**src/sv/kmi_pkg.sv**
```systemverilog
// ----------------------------------------------------------------------------
// kmi_pkg: shared types and constants for the neighbor mean imputation block
// Request, status and config index codes, field widths and parameter defaults.
// ----------------------------------------------------------------------------
package kmi_pkg;

	localparam int unsigned SampleRowsDef = 1024;
	localparam int unsigned RefRowsDef    = 1024;
	localparam int unsigned NumColsDef    = 16;
	localparam int unsigned MaxSlotsDef   = 16;

	localparam int unsigned ValW   = 32;
	localparam int unsigned RowW   = 10;
	localparam int unsigned ColW   = 4;
	localparam int unsigned SlotW  = 4;
	localparam int unsigned CntW   = 5;
	localparam int unsigned RefUsW = 11;

	typedef enum logic [2:0] {
		REQ_WR_INDEX = 3'd0,
		REQ_WR_REF   = 3'd1,
		REQ_WR_FB    = 3'd2,
		REQ_SET_CNT  = 3'd3,
		REQ_QUERY    = 3'd4
	} req_t;

	typedef enum logic [2:0] {
		ST_PASS    = 3'd0,
		ST_NB_MEAN = 3'd1,
		ST_FB_MEAN = 3'd2,
		ST_BAD_IDX = 3'd3,
		ST_FB_MISS = 3'd4
	} status_t;

	typedef enum logic [1:0] {
		CFG_DEF_NB    = 2'd0,
		CFG_CNT_MISS  = 2'd1,
		CFG_REF_USED  = 2'd2,
		CFG_SLOT_USED = 2'd3
	} cfg_idx_t;

endpackage

```
**src/sv/kmi_div.sv**
```systemverilog
// ----------------------------------------------------------------------------
// kmi_div: signed 37-bit by 5-bit divider, one quotient bit per cycle
// Truncates toward zero; quotient is known to fit 32 bits.
// ----------------------------------------------------------------------------
module kmi_div
	import kmi_pkg::*;
(
	input  logic              clk,
	input  logic              arst_n,
	input  logic              start,
	input  logic signed [36:0] dividend,
	input  logic [CntW-1:0]   divisor,
	output logic              done,
	output logic [ValW-1:0]   quotient
);

	logic [36:0] mag_q;
	logic [36:0] quo_q;
	logic [CntW:0] rem_q;
	logic [5:0]  cnt_q;
	logic        neg_q;
	logic        busy_q;
	logic [CntW-1:0] dvs_q;
	logic [CntW:0] trial;
	logic [36:0] neg_quo;

	assign trial   = {rem_q[CntW-1:0], mag_q[36]};
	assign neg_quo = -quo_q;

	// restoring divide on magnitude
	always_ff @(posedge clk or negedge arst_n) begin
		if (!arst_n) begin
			busy_q <= 1'b0;
			done   <= 1'b0;
			cnt_q  <= '0;
		end else begin
			done <= 1'b0;
			if (start) begin
				busy_q <= 1'b1;
				cnt_q  <= 6'd37;
				neg_q  <= dividend[36];
				mag_q  <= dividend[36] ? -dividend : dividend;
				quo_q  <= '0;
				rem_q  <= '0;
				dvs_q  <= divisor;
			end else if (busy_q) begin
				mag_q <= {mag_q[35:0], 1'b0};
				if (trial >= {1'b0, dvs_q}) begin
					rem_q <= trial - {1'b0, dvs_q};
					quo_q <= {quo_q[35:0], 1'b1};
				end else begin
					rem_q <= trial;
					quo_q <= {quo_q[35:0], 1'b0};
				end
				cnt_q <= cnt_q - 6'd1;
				if (cnt_q == 6'd1) begin
					busy_q <= 1'b0;
					done   <= 1'b1;
				end
			end
		end
	end

	assign quotient = neg_q ? neg_quo[ValW-1:0] : quo_q[ValW-1:0];

endmodule

```
**config.mk**
```make
export PLATFORM = sky130hd
export DESIGN_NAME = kmi_div
export DESIGN_NICKNAME = d
export VERILOG_FILES = /design/src/sv/kmi_pkg.sv /design/src/sv/kmi_div.sv
export SDC_FILE = /design/constraint.sdc
export NUM_CORES = 1
export LEC_CHECK = 0
export BUFFER_PORTS_ARGS = -buffer_cell sky130_fd_sc_hd__buf_4
export CORE_ASPECT_RATIO = 0.5
export CORE_MARGIN = 3
export CORE_UTILIZATION = 28
export DETAILED_ROUTE_END_ITERATION = 8
export GPL_TIMING_DRIVEN = 0
export MAX_ROUTING_LAYER = met4
export PLACE_DENSITY = 0.45
export SYNTH_ARGS = -nofsm -noshare
export SYNTH_HDL_FRONTEND = slang
export SYNTH_SLANG_ARGS = --single-unit
```
**constraint.sdc**
```tcl
create_clock -name clk -period 3.3 [get_ports clk]
set_input_delay 0.33 -clock clk [delete_from_list [all_inputs] [get_ports clk]]
set_output_delay 0.33 -clock clk [all_outputs]
set_load 0.02 [all_outputs]
```
=== Word-level counts from Yosys, hierarchy flattened ===
Index checks and enable logic that the tools add are counted.

* Input port bits: 45
* Logic and storage cells: 33
* Register bits after elaboration: 94

* $lt $le $gt $ge: 1
* Reductions and logical operators: 3
* Add/sub/neg operators: 4
* Muxes and demuxes: 16
* Equality and inequality tests: 1

{| class="wikitable"
|+ Operators by type and width
! operator !! number
|-
| $mux 37 || 4
|-
| $neg 37->37 || 1
|-
| $mux 32 || 1
|-
| $neg 32->32 || 1
|-
| $mux 6 || 4
|-
| $mux 1 || 7
|-
| $eq 6x1->1 const B || 1
|-
| $ge 6x5->1 || 1
|-
| $sub 6x1->6 const B || 1
|-
| $sub 6x5->6 || 1
|-
| $reduce_and 2->1 || 2
|-
| $reduce_bool 2->1 || 1
|}

=== Longest topological paths before layout ===
* Depth in word-level cells: 4
* Depth in mapped cells: 10

=== Worst setup path after synthesis ===
Ideal clock, no wire load.

* Path kind: reg-to-reg
* From: register busy_q
* To: register mag_q[0] (enable)
* Path slack: 0.548 ns
* Buffers on the path: 1
* Arrival time: 2.316 ns
* Required time: 2.865 ns
* Cell stages (with the launch flop): 4
* Cells stage by stage: dfrtp_1 -> clkbuf_1 -> nor2_1 -> nor2b_1

* Longest elaborated chain between the ends: 2

{| class="wikitable"
|+ RTL lines
! element !! line !! RTL
|-
| from (decl) || kmi_div.sv:22 || <nowiki>logic busy_q;</nowiki>
|-
| from (signal assigned) || kmi_div.sv:33 || <nowiki>busy_q <= 1'b0;</nowiki>
|-
| from (signal assigned) || kmi_div.sv:39 || <nowiki>busy_q <= 1'b1;</nowiki>
|-
| from (signal assigned) || kmi_div.sv:57 || <nowiki>busy_q <= 1'b0;</nowiki>
|-
| $reduce_bool 2->1 (no source line) || - ||
|-
| $reduce_and 2->1 (no source line) || - ||
|-
| to (signal assigned) || kmi_div.sv:42 || <nowiki>mag_q <= dividend[36] ? -dividend : dividend;</nowiki>
|-
| to (signal assigned) || kmi_div.sv:47 || <nowiki>mag_q <= {mag_q[35:0], 1'b0};</nowiki>
|-
| to (decl) || kmi_div.sv:17 || <nowiki>logic [36:0] mag_q;</nowiki>
|}

No other way between the ends.
A chain may end at the register's enable or synchronous reset.

=== Final worst setup path ===
* From: register quo_q[17]
* To: output port quotient[27]

* Longest elaborated chain between the ends: 2

{| class="wikitable"
|+ RTL lines
! element !! line !! RTL
|-
| from (decl) || kmi_div.sv:18 || <nowiki>logic [36:0] quo_q;</nowiki>
|-
| from (signal assigned) || kmi_div.sv:50 || <nowiki>quo_q <= {quo_q[35:0], 1'b1};</nowiki>
|-
| from (signal assigned) || kmi_div.sv:53 || <nowiki>quo_q <= {quo_q[35:0], 1'b0};</nowiki>
|-
| $neg 32->32 || kmi_div.sv:28 || <nowiki>assign neg_quo = -quo_q;</nowiki>
|-
| $mux 32 || kmi_div.sv:64 || <nowiki>assign quotient = neg_q ? neg_quo[ValW-1:0] : quo_q[ValW-1:0];</nowiki>
|-
| to (decl) || kmi_div.sv:14 || <nowiki>output logic [ValW-1:0] quotient</nowiki>
|}

No other way between the ends.

==> qor.yml <==
gp_congestion: 0.787
power_mw: 2.98
synth_top_cell_by_area: "edfxtp_1"
fin_crit_sh_pct: 90.5
dpl_cell_area_sq_um: 6510
synth_cells: 548
synth_nets: 603
cp.required_ps: 2970
netlist.area_leader.share_pct: 43.0
async_reset_ff_share_pct: 9.09
fp-row-count: 35
start_kind: "register"
outcome: "complete, no violations"
initial_core_util_pct: 29.5
dr.pass1.iters: 4
worstPathMaxFanout: 5
p_leak_nw: 2.64
netlist_area_sq_um: 5590
final_area_sq_um: 6780
fin_crit_ps: 2990
io_pins: 78
grt_overflow_total: 0
synthTopCellsByArea: "edfxtp_1, mux2i_1, nor2_1"
viasPerCell: 4.83
cts.path.max_buffers: 2
final_net_count: 691
grt_max_degree: 48
dp.cells: 884
clock_skew_ps: 10.7
tightestPinTransition_ps: 752
antenna_found_initial: 0
drive_gt1_share_pct: 18.4
die_area_sq_um: 21800
clkSlewWorstSetupHoldPaths_ps: 70
final.setup.tns_ps: 0
fmax_mhz: 335
h-tree-depth: 3
crit_type: "reg -> out"
grt_pass1_vias: 4325
synth_flop_cell: "edfxtp_1"
grt.total_usage_pct: 14.0
synth-edff-count: 80
endpoint_kind: "output pin"
ys_ff_latch: 88
cts_inserted_buffers: 9
power_density_nw_per_um2: 439
setup_viol: 0
syn_avg_cell_area_sq_um: 10.2
grt_pass1_wl_microns: 23500
clockRootBuffer: "clkbuf_16"
die_w_microns: 206
peakVddDrop_v: 0.000229
maxSlewViolCount: 0
drc_errors: 0
rsz0062_at_grt: "no"
hold_path.class: "in -> async"
drv_cap: 0
nFillCells: 1960
holdWs_ps: 21.4
relSlewSlack_pct: 49.9
fp.coreArea_sq_um: 19000
port_buffers: 76
hold_violations: 0
diodes: 0
cts_tree: "yes"
crit_arrival_ps: 2660
routedWlPerCell_microns: 16.2
clkLatencyLatePin_ps: 340
clkSinkCount: 88
post_cts_buffers: 0
wl_microns: 14500
area_growth_syn_to_layout_pct: 21.3
fin_cells: 899
route.vias.total: 4340
ctsHoldBuffers: 0
yosysWarnings: 0
dp_hpwl_microns: 10800
die_h_microns: 106
ys_seq_area_share_pct: 46.6
ant_nets: 0
drt_iter0_drc: 245
ys_types: 56
post_cts_resized: 0
[logic make-up (layout without fill, tap and decap cells)]
| family | after synthesis | count (layout) | synth area share, % |
|---|---|---|---|
| flops | 88 | 88 | 46.6 |
| xor+xnor | 67 | 67 | 10.5 |
| compound gates | 105 | 105 | 12.8 |
| simple gates | 196 | 196 | 18.0 |
| mux | 36 | 36 | 6.47 |
| buf+inv | 46 | 138 | 3.27 |
| fa+ha+maj | 10 | 10 | 2.37 |
[per-layer routing]
layer	vias to the layer above	GRT usage [%]	part of all wire, %
met3	5	2.93	2.9
met1	2087	20.2	53
met4	0	2.44	0.29
met5	-	-	0
met2	66	20.3	44
li1	2182	-	-
[power breakdown]
part           switching (mW)  leakage (nW)  internal [mW]  total (mW)
Sequential             0.0714         0.884           1.32        1.39
Clock                   0.446         0.124          0.509       0.955
Combinational           0.353          1.63          0.273       0.627
Total                   0.871          2.64           2.11        2.98
[sequential cells by signal, summed over array words and instances (netlist names)]
name    flops
rem_q       5
mag_q      37
cnt_q       6
quo_q      32
neg_q       1
dvs_q       5
busy_q      1
done        1
[worst max-delay path: stages (launching register included)]
cell      delay [ps]
edfxtp_1         510
or4_1            620
nor2_1           290
nand4_2          220
o41ai_2          320
xnor2_1          180
buf_4            170
[final cells by class]
class,count,area (sq um),area share [%]
plain buffers,30,123,1.81
clock buffers,9,225,3.32
clock inverters,6,45.0,0.664
inverters,16,60.1,0.886
multi-input cells,414,2810,41.4
flip-flops and latches,88,2600,38.4
well taps,259,324,4.78
repair buffers,77,591,8.71
[cells in the final DEF (no fill, tap or decap), types with 3 or more instances in the layout]
cell type	instances
nand2_1	35
a211oi_1	3
buf_1	7
or4_1	4
nor4_1	4
or3_1	3
buf_4	78
dfrtp_1	8
o31ai_1	16
xor2_1	32
xnor2_1	35
mux2i_1	35
and2_1	5
clkbuf_1	19
o21ai_0	23
o41ai_2	6
a21oi_1	37
nor3_1	11
ha_1	9
inv_1	15
clkbuf_16	9
nand3b_1	5
edfxtp_1	80
o41ai_1	6
nand4_1	8
nor2_1	89
clkinvlp_4	3
nand2b_1	3
nand3_1	9
[final timing paths]
kind                       slack (ps)  cells past startpoint                     end               startpoint
max                               310                      6            quotient[27]  quo_q[17]$_SDFFCE_PP0P_
min                                20                      1          done$_DFF_PN0_                   arst_n
max reg2reg                       800                     10  rem_q[2]$_SDFFCE_PP0P_      mag_q[36]$_DFFE_PP_
min reg2reg                       510                      2    cnt_q[5]$_DFFE_PN0N_     cnt_q[5]$_DFFE_PN0N_
max in group asynchronous        2850                      1    cnt_q[3]$_DFFE_PN0N_                   arst_n
min in group clk                  170                      1      dvs_q[2]$_DFFE_PP_               divisor[2]
[through the flow]
step	utilization (%)	setup WS, ps
CTS	35.8	268
global placement	34.2	-678
floorplan	-	548
detailed placement	34.3	624
global route	35.8	98.6
finish	35.8	312
[synth_stat cells, types with 4 or more instances]
library cell,number
mux2i_1,35
o31ai_1,16
nor2_1,89
ha_1,9
o21ai_0,23
o41ai_1,6
inv_1,15
dfrtp_1,8
and2_1,5
buf_1,7
nand4_1,8
clkbuf_1,19
xor2_1,32
nand3b_1,5
edfxtp_1,80
nor3_1,11
or4_1,4
a21oi_1,37
nand3_1,9
xnor2_1,35
o41ai_2,6
nand2_1,35
nor4_1,4
No activity file was read; power rests on OpenSTA's default activity.
